$ cat config.mk
export PLATFORM = sky130hd
export DESIGN_NAME = hid_audio_report_patcher
export DESIGN_NICKNAME = d
export VERILOG_FILES = /design/src/hw/rtl/harp_pkg.sv /design/src/hw/rtl/hid_audio_report_patcher.sv /design/src/hw/rtl/harp_out_fifo.sv
export SDC_FILE = /design/constraint.sdc
export NUM_CORES = 1
export LEC_CHECK = 0
export BUFFER_PORTS_ARGS = -buffer_cell sky130_fd_sc_hd__buf_2
export CAP_MARGIN = 5
export CORE_MARGIN = 2
export CORE_UTILIZATION = 59
export CTS_CLUSTER_DIAMETER = 200
export DETAILED_ROUTE_END_ITERATION = 10
export PLACE_DENSITY = 0.78
export SLEW_MARGIN = 20
export SYNTH_ARGS = -nofsm -noshare
export SYNTH_HDL_FRONTEND = slang
export SYNTH_HIERARCHICAL = 1
export SYNTH_SLANG_ARGS = --single-unit
$ cat constraint.sdc
create_clock -name clk -period 17.6 [get_ports clk]
set_clock_uncertainty 0.1 [all_clocks]
set_input_delay 2.64 -clock clk [delete_from_list [all_inputs] [get_ports clk]]
set_output_delay 2.64 -clock clk [all_outputs]
set_load 0.05 [all_outputs]
$ cat src/hw/rtl/harp_pkg.sv
// Shared types, codes and the haptic sample scaler for the report patcher.
package harp_pkg;

	localparam int unsigned MAX_REPORT_BYTES = 1024;

	localparam int unsigned FIFO_DEPTH = 4;
	localparam int unsigned PTR_W      = 2;
	localparam int unsigned CNT_W      = 3;

	localparam logic [2:0] REG_AUDIO_MODE  = 3'd0;
	localparam logic [2:0] REG_LATENCY     = 3'd1;
	localparam logic [2:0] REG_HEADSET_VOL = 3'd2;
	localparam logic [2:0] REG_SPEAKER_VOL = 3'd3;
	localparam logic [2:0] REG_HAPTIC_GAIN = 3'd4;

	localparam logic [2:0] MODE_AUTO    = 3'd0;
	localparam logic [2:0] MODE_SPEAKER = 3'd2;
	localparam logic [2:0] MODE_HEADSET = 3'd3;
	localparam logic [2:0] MODE_BOTH    = 3'd4;

	localparam logic [7:0] TYPE_A = 8'h36;
	localparam logic [7:0] TYPE_B = 8'h32;
	localparam logic [7:0] TYPE_C = 8'h39;

	localparam logic [7:0] ID_FLAGS      = 8'h90;
	localparam logic [7:0] ID_LATENCY    = 8'h91;
	localparam logic [7:0] ID_HAPTIC     = 8'h92;
	localparam logic [7:0] ROUTE_SPEAKER = 8'h93;
	localparam logic [7:0] ROUTE_BOTH    = 8'h95;
	localparam logic [7:0] ROUTE_HEADSET = 8'h96;
	localparam logic [7:0] ID_DOUBLE     = 8'h40;
	localparam logic [7:0] ID_BASE_MASK  = 8'hbf;

	localparam logic [7:0] FLAGS_AUTO  = 8'h30;
	localparam logic [7:0] FLAGS_FORCE = 8'hb0;
	localparam logic [7:0] FLAGS_HI    = 8'h80;
	localparam logic [7:0] FLAGS_SPK   = 8'h30;
	localparam logic [7:0] VOL_MAX     = 8'h64;

	localparam logic [10:0] GAIN_UNITY = 11'd256;
	localparam logic [10:0] GAIN_MAX   = 11'd1280;

	typedef struct packed {
		logic [7:0] data;
		logic       last;
		logic       changed;
	} harp_word_t;

	typedef struct packed {
		logic       en0;
		harp_word_t w0;
		logic       en1;
		harp_word_t w1;
	} harp_push_t;

	// signed sample times Q3.8 gain, round half even, saturate
	function automatic logic [7:0] scale_sample(input logic [7:0] b, input logic [10:0] gain);
		logic [10:0] g;
		logic [7:0]  mag;
		logic [18:0] prod;
		logic [10:0] q;
		logic        rnd;
		g    = (gain > GAIN_MAX) ? GAIN_MAX : gain;
		mag  = b[7] ? 8'(9'd256 - {1'b0, b}) : b;
		prod = 19'(mag) * 19'(g);
		q    = {1'b0, prod[17:8]};
		rnd  = (prod[7:0] > 8'd128) || ((prod[7:0] == 8'd128) && q[0]);
		q    = q + 11'(rnd);
		if (b[7]) begin
			if (q > 11'd128) q = 11'd128;
			return 8'(9'd256 - q[8:0]);
		end
		if (q > 11'd127) q = 11'd127;
		return q[7:0];
	endfunction

endpackage

$ cat src/hw/rtl/hid_audio_report_patcher.sv
// Audio output report patcher: sub-block walk, byte rewrite and output queue.
//
// One report byte is taken per cycle when in_ready is high. Each byte is
// decided in the cycle it is accepted and held back by one byte, so a route id
// can be rewritten after its length byte; the final byte of a report releases
// two words at once and the first byte of a report releases none. Words go to
// a four-entry queue, and in_ready is high while that queue has at least two
// free entries, so with out_ready held high the block sustains one byte per
// cycle. Configuration writes take effect on the next byte.
module hid_audio_report_patcher (
	input  logic        clk,
	input  logic        arst_n,
	input  logic        in_valid,
	output logic        in_ready,
	input  logic [7:0]  byte_value,
	input  logic [10:0] report_length,
	input  logic        last_byte,
	output logic        out_valid,
	input  logic        out_ready,
	output logic [7:0]  byte_out,
	output logic        last_out,
	output logic        report_changed,
	input  logic        wr_en,
	input  logic [2:0]  wr_index,
	input  logic [10:0] wr_data
);

	logic [2:0]  audio_mode_q;
	logic [7:0]  latency_q;
	logic [7:0]  headset_vol_q;
	logic [7:0]  speaker_vol_q;
	logic [10:0] haptic_gain_q;

	logic [7:0]  held_byte_q;
	logic        held_valid_q;
	logic [11:0] pos_q;
	logic        patchable_q;
	logic        stopped_q;
	logic [8:0]  off_q;
	logic [9:0]  blen_q;
	logic [7:0]  id_q;
	logic [7:0]  plen_q;
	logic        changed_q;

	logic        patchable_n;
	logic        stopped_n;
	logic [8:0]  off_n;
	logic [9:0]  blen_n;
	logic [7:0]  id_n;
	logic [7:0]  plen_n;
	logic        changed_n;
	logic [7:0]  b_n;
	logic [7:0]  held_out;

	logic        accept;
	logic [12:0] pos13;
	logic [12:0] limit13;
	logic [9:0]  blen;
	logic [7:0]  base;
	logic [7:0]  route;
	logic [7:0]  routed;
	logic [7:0]  nb;
	logic        autom;
	logic [7:0]  lat;
	logic [7:0]  hv;
	logic [7:0]  sv;
	logic        hs_on;
	logic        sp_on;

	harp_pkg::harp_push_t push;
	harp_pkg::harp_word_t head;

	always_ff @(posedge clk or negedge arst_n) begin
		if (!arst_n) begin
			audio_mode_q  <= harp_pkg::MODE_AUTO;
			latency_q     <= 8'd20;
			headset_vol_q <= 8'd100;
			speaker_vol_q <= 8'd100;
			haptic_gain_q <= harp_pkg::GAIN_UNITY;
		end else if (wr_en) begin
			unique case (wr_index)
				harp_pkg::REG_AUDIO_MODE:  audio_mode_q  <= wr_data[2:0];
				harp_pkg::REG_LATENCY:     latency_q     <= wr_data[7:0];
				harp_pkg::REG_HEADSET_VOL: headset_vol_q <= wr_data[7:0];
				harp_pkg::REG_SPEAKER_VOL: speaker_vol_q <= wr_data[7:0];
				harp_pkg::REG_HAPTIC_GAIN: haptic_gain_q <= wr_data;
				default: ;
			endcase
		end
	end

	assign accept  = in_valid && in_ready;
	assign pos13   = {1'b0, pos_q};
	assign limit13 = (report_length >= 11'd4) ? 13'(report_length - 11'd4) : '0;
	assign base    = id_q & harp_pkg::ID_BASE_MASK;
	assign autom   = audio_mode_q == harp_pkg::MODE_AUTO;
	assign lat     = (latency_q == 8'd0) ? 8'd1 : latency_q;
	assign hv      = (headset_vol_q > harp_pkg::VOL_MAX) ? harp_pkg::VOL_MAX : headset_vol_q;
	assign sv      = (speaker_vol_q > harp_pkg::VOL_MAX) ? harp_pkg::VOL_MAX : speaker_vol_q;
	assign hs_on   = (audio_mode_q == harp_pkg::MODE_HEADSET) ||
	                 (audio_mode_q == harp_pkg::MODE_BOTH);
	assign sp_on   = (audio_mode_q == harp_pkg::MODE_SPEAKER) ||
	                 (audio_mode_q == harp_pkg::MODE_BOTH);
	assign blen    = (id_q[6] ? {1'b0, byte_value, 1'b0} : {2'b0, byte_value}) + 10'd2;
	assign routed  = route | (id_q & harp_pkg::ID_DOUBLE);

	always_comb begin
		unique case (audio_mode_q)
			harp_pkg::MODE_SPEAKER: route = harp_pkg::ROUTE_SPEAKER;
			harp_pkg::MODE_HEADSET: route = harp_pkg::ROUTE_HEADSET;
			harp_pkg::MODE_BOTH:    route = harp_pkg::ROUTE_BOTH;
			default:                route = 8'd0;
		endcase
	end

	// payload byte rewrite, offset counted from the block id
	always_comb begin
		nb = byte_value;
		if (base == harp_pkg::ID_FLAGS && plen_q >= 8'd8) begin
			if (autom) begin
				case (off_q)
					9'd2:    nb = byte_value | harp_pkg::FLAGS_AUTO;
					9'd6:    nb = hv;
					9'd7:    nb = sv;
					default: nb = byte_value;
				endcase
			end else begin
				case (off_q)
					9'd2:    nb = byte_value | harp_pkg::FLAGS_FORCE;
					9'd3:    nb = byte_value | harp_pkg::FLAGS_HI;
					9'd6:    nb = hs_on ? hv : 8'd0;
					9'd7:    nb = sp_on ? sv : 8'd0;
					9'd9:    nb = sp_on ? harp_pkg::FLAGS_SPK : 8'd0;
					default: nb = byte_value;
				endcase
			end
		end else if (base == harp_pkg::ID_LATENCY && plen_q >= 8'd6) begin
			if (off_q >= 9'd3 && off_q <= {1'b0, plen_q}) nb = lat;
		end else if (!autom && base == harp_pkg::ID_HAPTIC && plen_q >= 8'd2 &&
		             haptic_gain_q != harp_pkg::GAIN_UNITY) begin
			nb = harp_pkg::scale_sample(byte_value, haptic_gain_q);
		end
	end

	always_comb begin
		patchable_n = patchable_q;
		stopped_n   = stopped_q;
		off_n       = off_q;
		blen_n      = blen_q;
		id_n        = id_q;
		plen_n      = plen_q;
		changed_n   = changed_q;
		b_n         = byte_value;
		held_out    = held_byte_q;
		if (pos_q == '0) begin
			patchable_n = (report_length >= 11'd12) &&
			              (13'(report_length) <= 13'(harp_pkg::MAX_REPORT_BYTES)) &&
			              (byte_value == harp_pkg::TYPE_A || byte_value == harp_pkg::TYPE_B ||
			               byte_value == harp_pkg::TYPE_C);
			stopped_n   = 1'b0;
			off_n       = '0;
			blen_n      = '0;
			id_n        = '0;
			plen_n      = '0;
			changed_n   = 1'b0;
		end else if (patchable_q && !stopped_q && pos_q >= 12'd2) begin
			case (off_q)
				9'd0: begin
					if (pos13 + 13'd2 > limit13) begin
						stopped_n = 1'b1;
					end else begin
						id_n  = byte_value;
						off_n = 9'd1;
					end
				end
				9'd1: begin
					plen_n = byte_value;
					if (id_q == 8'd0 && byte_value == 8'd0) begin
						stopped_n = 1'b1;
					end else if (pos13 + 13'(blen) - 13'd1 > limit13) begin
						stopped_n = 1'b1;
					end else begin
						blen_n = blen;
						if (!autom && route != 8'd0 && held_valid_q &&
						    base >= harp_pkg::ROUTE_SPEAKER &&
						    base <= harp_pkg::ROUTE_HEADSET &&
						    held_byte_q != routed) begin
							held_out  = routed;
							changed_n = 1'b1;
						end
						off_n = (blen > 10'd2) ? 9'd2 : 9'd0;
					end
				end
				default: begin
					b_n = nb;
					if (nb != byte_value) changed_n = 1'b1;
					off_n = (10'(off_q) + 10'd1 >= blen_q) ? 9'd0 : off_q + 9'd1;
				end
			endcase
		end
	end

	always_ff @(posedge clk or negedge arst_n) begin
		if (!arst_n) begin
			held_byte_q  <= '0;
			held_valid_q <= 1'b0;
			pos_q        <= '0;
			patchable_q  <= 1'b0;
			stopped_q    <= 1'b0;
			off_q        <= '0;
			blen_q       <= '0;
			id_q         <= '0;
			plen_q       <= '0;
			changed_q    <= 1'b0;
		end else if (accept) begin
			patchable_q <= patchable_n;
			stopped_q   <= stopped_n;
			off_q       <= off_n;
			blen_q      <= blen_n;
			id_q        <= id_n;
			plen_q      <= plen_n;
			changed_q   <= changed_n;
			if (last_byte) begin
				held_byte_q  <= '0;
				held_valid_q <= 1'b0;
				pos_q        <= '0;
			end else begin
				held_byte_q  <= b_n;
				held_valid_q <= 1'b1;
				if (pos_q != '1) pos_q <= pos_q + 12'd1;
			end
		end
	end

	always_comb begin
		push.en0        = accept && held_valid_q;
		push.w0.data    = held_out;
		push.w0.last    = 1'b0;
		push.w0.changed = 1'b0;
		push.en1        = accept && last_byte;
		push.w1.data    = b_n;
		push.w1.last    = 1'b1;
		push.w1.changed = changed_n;
	end

	harp_out_fifo u_fifo (
		.clk      (clk),
		.arst_n   (arst_n),
		.push     (push),
		.space    (in_ready),
		.out_valid(out_valid),
		.out_ready(out_ready),
		.head     (head)
	);

	assign byte_out       = head.data;
	assign last_out       = head.last;
	assign report_changed = head.changed;

endmodule

$ cat src/hw/rtl/harp_out_fifo.sv
// Four-entry output word queue, up to two pushes and one pop per cycle.
module harp_out_fifo (
	input  logic                clk,
	input  logic                arst_n,
	input  harp_pkg::harp_push_t push,
	output logic                space,
	output logic                out_valid,
	input  logic                out_ready,
	output harp_pkg::harp_word_t head
);

	harp_pkg::harp_word_t                mem_q [harp_pkg::FIFO_DEPTH];
	logic [harp_pkg::PTR_W-1:0]          wr_ptr_q;
	logic [harp_pkg::PTR_W-1:0]          rd_ptr_q;
	logic [harp_pkg::CNT_W-1:0]          count_q;
	logic                                pop;
	logic [1:0]                          n_push;
	harp_pkg::harp_word_t                first_w;

	assign space     = count_q <= harp_pkg::CNT_W'(harp_pkg::FIFO_DEPTH - 2);
	assign out_valid = count_q != '0;
	assign head      = mem_q[rd_ptr_q];
	assign pop       = out_valid && out_ready;
	assign n_push    = 2'(push.en0) + 2'(push.en1);
	assign first_w   = push.en0 ? push.w0 : push.w1;

	always_ff @(posedge clk) begin
		if (n_push != 2'd0) begin
			mem_q[wr_ptr_q] <= first_w;
		end
		if (n_push == 2'd2) begin
			mem_q[wr_ptr_q + harp_pkg::PTR_W'(1)] <= push.w1;
		end
	end

	always_ff @(posedge clk or negedge arst_n) begin
		if (!arst_n) begin
			wr_ptr_q <= '0;
			rd_ptr_q <= '0;
			count_q  <= '0;
		end else begin
			wr_ptr_q <= wr_ptr_q + harp_pkg::PTR_W'(n_push);
			if (pop) rd_ptr_q <= rd_ptr_q + harp_pkg::PTR_W'(1);
			count_q <= count_q + harp_pkg::CNT_W'(n_push) - harp_pkg::CNT_W'(pop);
		end
	end

endmodule

==> results.yml <==
run_status:
  status: "completed"
critical_path:
  crit_slowest_cell: "xnor2_1"
  worstReg2RegEnd: "u_fifo/mem_q[2][0]$_DFFE_PP_"
  crit_arrival_ps: 12280
  startpoint_type: "input pin"
  critPathKind: "in2reg"
  critPathMaxFanout: 16
  path_delay_family: "adder cells"
  r2r_cells: 33
  end_kind: "register"
  reg2reg_slack_ps: 7610
  required_ps: 17630
  slowest_delay_ps: 700
  critPathBufInv: 6
  reg2reg_from: "haptic_gain_q[0]$_DFFE_PN0P_"
pwr:
  power_mw: 3.01
  pwr_density_cell_mw_per_mm2: 194
  ir_drop_mv: 0.336
  p_leak_nw: 6.81
floorplan:
  die_x_um: 161
  start_util: 0.600
  dieArea_mm2: 0.0259
  core-area_mm2: 0.0242
  ios: 51
  rows: 57
  dieHeight_um: 161
placed_design:
  dpl.cell_count: 1953
  gp_congestion: 0.963
  preCtsSetupSlack_ps: 5080
  portBuffers: 50
  placed_cell_area_mm2: 0.0149
  dp_hpwl_mm: 29.8
yosys:
  synth-simple-area-share: 0.200
  synthCells: 1645
  synthesis.area_mm2: 0.0145
  netlist-cell-type-count: 98
  synth-adder-area-share: 0.187
  synth_top_area_cell: "dfrtp_1"
  syn-mean-instance-area_um2: 8.84
  synth_top_area_share: 0.163
  synth_top_family_by_area: "simple AND/OR/NAND/NOR gates"
  ys_warn_count: 6
  async_flop_share: 0.722
  ys_ff_latch: 144
  synth_compound_area_frac: 0.188
  synth_xor_xnor_area_share: 0.0432
  yosysSeqAreaShare: 0.262
  synth.area.top_cells: "dfrtp_1 (16%), ha_1 (11%), edfxtp_1 (8.3%)"
  synth-edff-count: 40
  ys.flop_type: "dfrtp_1"
  synthMuxAreaShare: 0.0566
clocking:
  cts_buffers: 17
  root_buffer: "clkbuf_16"
  cts_tree: "yes"
  cts_hold_buf: 0
  clk_pin_slew_ps: 70
  post_cts_resized: 0
  post_cts_buffers: 0
  cts_max_level: 4
  cts.sinks: 144
  clock_latency_ps: 440
  clockBufferDepth: 2
timing:
  whs_ps: 377
  post-route-min-period_ps: 12250
  hold_violations: 0
  grt_setup_unrepaired: "no"
  setup_violations: 0
  maxSlewViolCount: 0
  max_freq_mhz: 81.6
  finalWorstSetupSlack_ps: 5350
  timing.final.crit_share: 0.696
  worst_pin_slew_ps: 997
  maxSlewHeadroom: 0.328
  tns_ps: 0
min_path:
  hold_path.class: "reg2reg"
  holdPathEnd: "blen_q[5]$_DFFE_PN0P_"
  hp-start: "blen_q[5]$_DFFE_PN0P_"
  hold_depth: 2
grt:
  antenna_found_initial: 3
  grt_max_degree: 72
  overflow: 0
  grt_pass1_vias: 12500
  grtUsageTotal: 0.308
  grt_pass1_wl_mm: 63.8
final_layout:
  layout_common_cells: "nor2_1 (161), inv_1 (151), nand2_1 (134)"
  area_growth_syn_to_layout_pct: 6.75
  layout_commonest_cell: "nor2_1"
  design_area_mm2: 0.0155
  fin_nets: 1871
  fin_cells: 1987
  drive_above_1_share: 0.125
  post-route-util: 0.640
detailed_routing:
  ant_nets: 0
  drc: 0
  num_vias: 12600
  wl_per_cell_um: 19.6
  viasPerCell: 6.34
  dr.pass1.iters: 8
  wl_mm: 38.9
  drt_iter0_drc: 1088
job:
  max_cap_violations: 0
-- where the power goes --
part | internal [mW] | leakage [nW] | switching [mW]
Combinational | 0.806 | 4.84 | 1.35
Sequential | 0.424 | 1.69 | 0.0847
Clock | 0.188 | 0.273 | 0.162
Total | 1.42 | 6.81 | 1.60
-- sequential cells by signal, indices dropped and copies added, names as in the netlist, 2 cells and up --
signal	flops
pos_q	12
off_q	9
u_fifo/count_q	3
blen_q	10
u_fifo/rd_ptr_q	2
plen_q	8
audio_mode_q	3
id_q	8
haptic_gain_q	11
held_byte_q	8
speaker_vol_q	8
headset_vol_q	8
u_fifo/wr_ptr_q	2
latency_q	8
u_fifo/mem_q	40
-- synth_stat cells (44+ instances only) --
cell type and n:
nor2_1 161, inv_1 151, nand2_1 134, ha_1 129, dfrtp_1 95, a21oi_1 60
o21ai_0 59, fa_1 55, clkbuf_1 50, nand2b_1 47, xnor2_1 47, mux2_2 46
o221ai_1 45, nand3_1 44
-- worst max-delay path by stage --
| stage | start | endpoint | cells past startpoint |
|---|---|---|---|
| floorplan | byte_value[7] | u_fifo/mem_q[0][0]$_DFFE_PP_ | 36 |
| global placement | byte_value[0] | u_fifo/mem_q[1][0]$_DFFE_PP_ | 36 |
| detailed placement | byte_value[0] | u_fifo/mem_q[2][0]$_DFFE_PP_ | 36 |
| CTS | byte_value[0] | u_fifo/mem_q[2][0]$_DFFE_PP_ | 36 |
| global route | byte_value[0] | u_fifo/mem_q[2][0]$_DFFE_PP_ | 36 |
| finish | byte_value[0] | u_fifo/mem_q[2][0]$_DFFE_PP_ | 36 |
-- metal layers --
metal / up-vias / share of wire / track usage
met5: - / 0.00033 / 0
met3: 117 / 0.057 / 0.0429
met2: 444 / 0.50 / 0.533
li1: 5919 / - / -
met4: 2 / 0.043 / 0.142
met1: 6124 / 0.40 / 0.383
-- logic make-up (layout without fill, tap and decap cells) --
family                     count (synthesis)  in the layout
other                                      2              7
AOI/OAI and AO/OA                        377            377
buffers and inverters                    229            242
and+or+nand+nor                          575            575
xor gates and xnor gates                  70             70
adders and majority gates                184            184
DFF                                      144            144
muxes                                     64             64
-- worst register-to-register path: cells and delay by family (launching register included) --
| kind | cells | cell delay, ps |
|---|---|---|
| AND/OR/NAND/NOR | 12 | 3030 |
| flip-flops | 1 | 420 |
| buffers and inverters | 4 | 270 |
| XOR/XNOR | 1 | 280 |
| adder cells (fa/ha/maj) | 7 | 3040 |
| AO/OA/AOI/OAI | 9 | 2520 |
-- layout make-up --
type	count	area, um2
well taps	324	405
clock buffers	17	425
diodes	2	5.00
multi-input cells	1275	9850
repair buffers	57	305
inverters	153	574
fillers	2061	8730
clock inverters	15	145
flip-flops and latches	144	3810
Note: power is estimated with default switching activity, not from simulation.
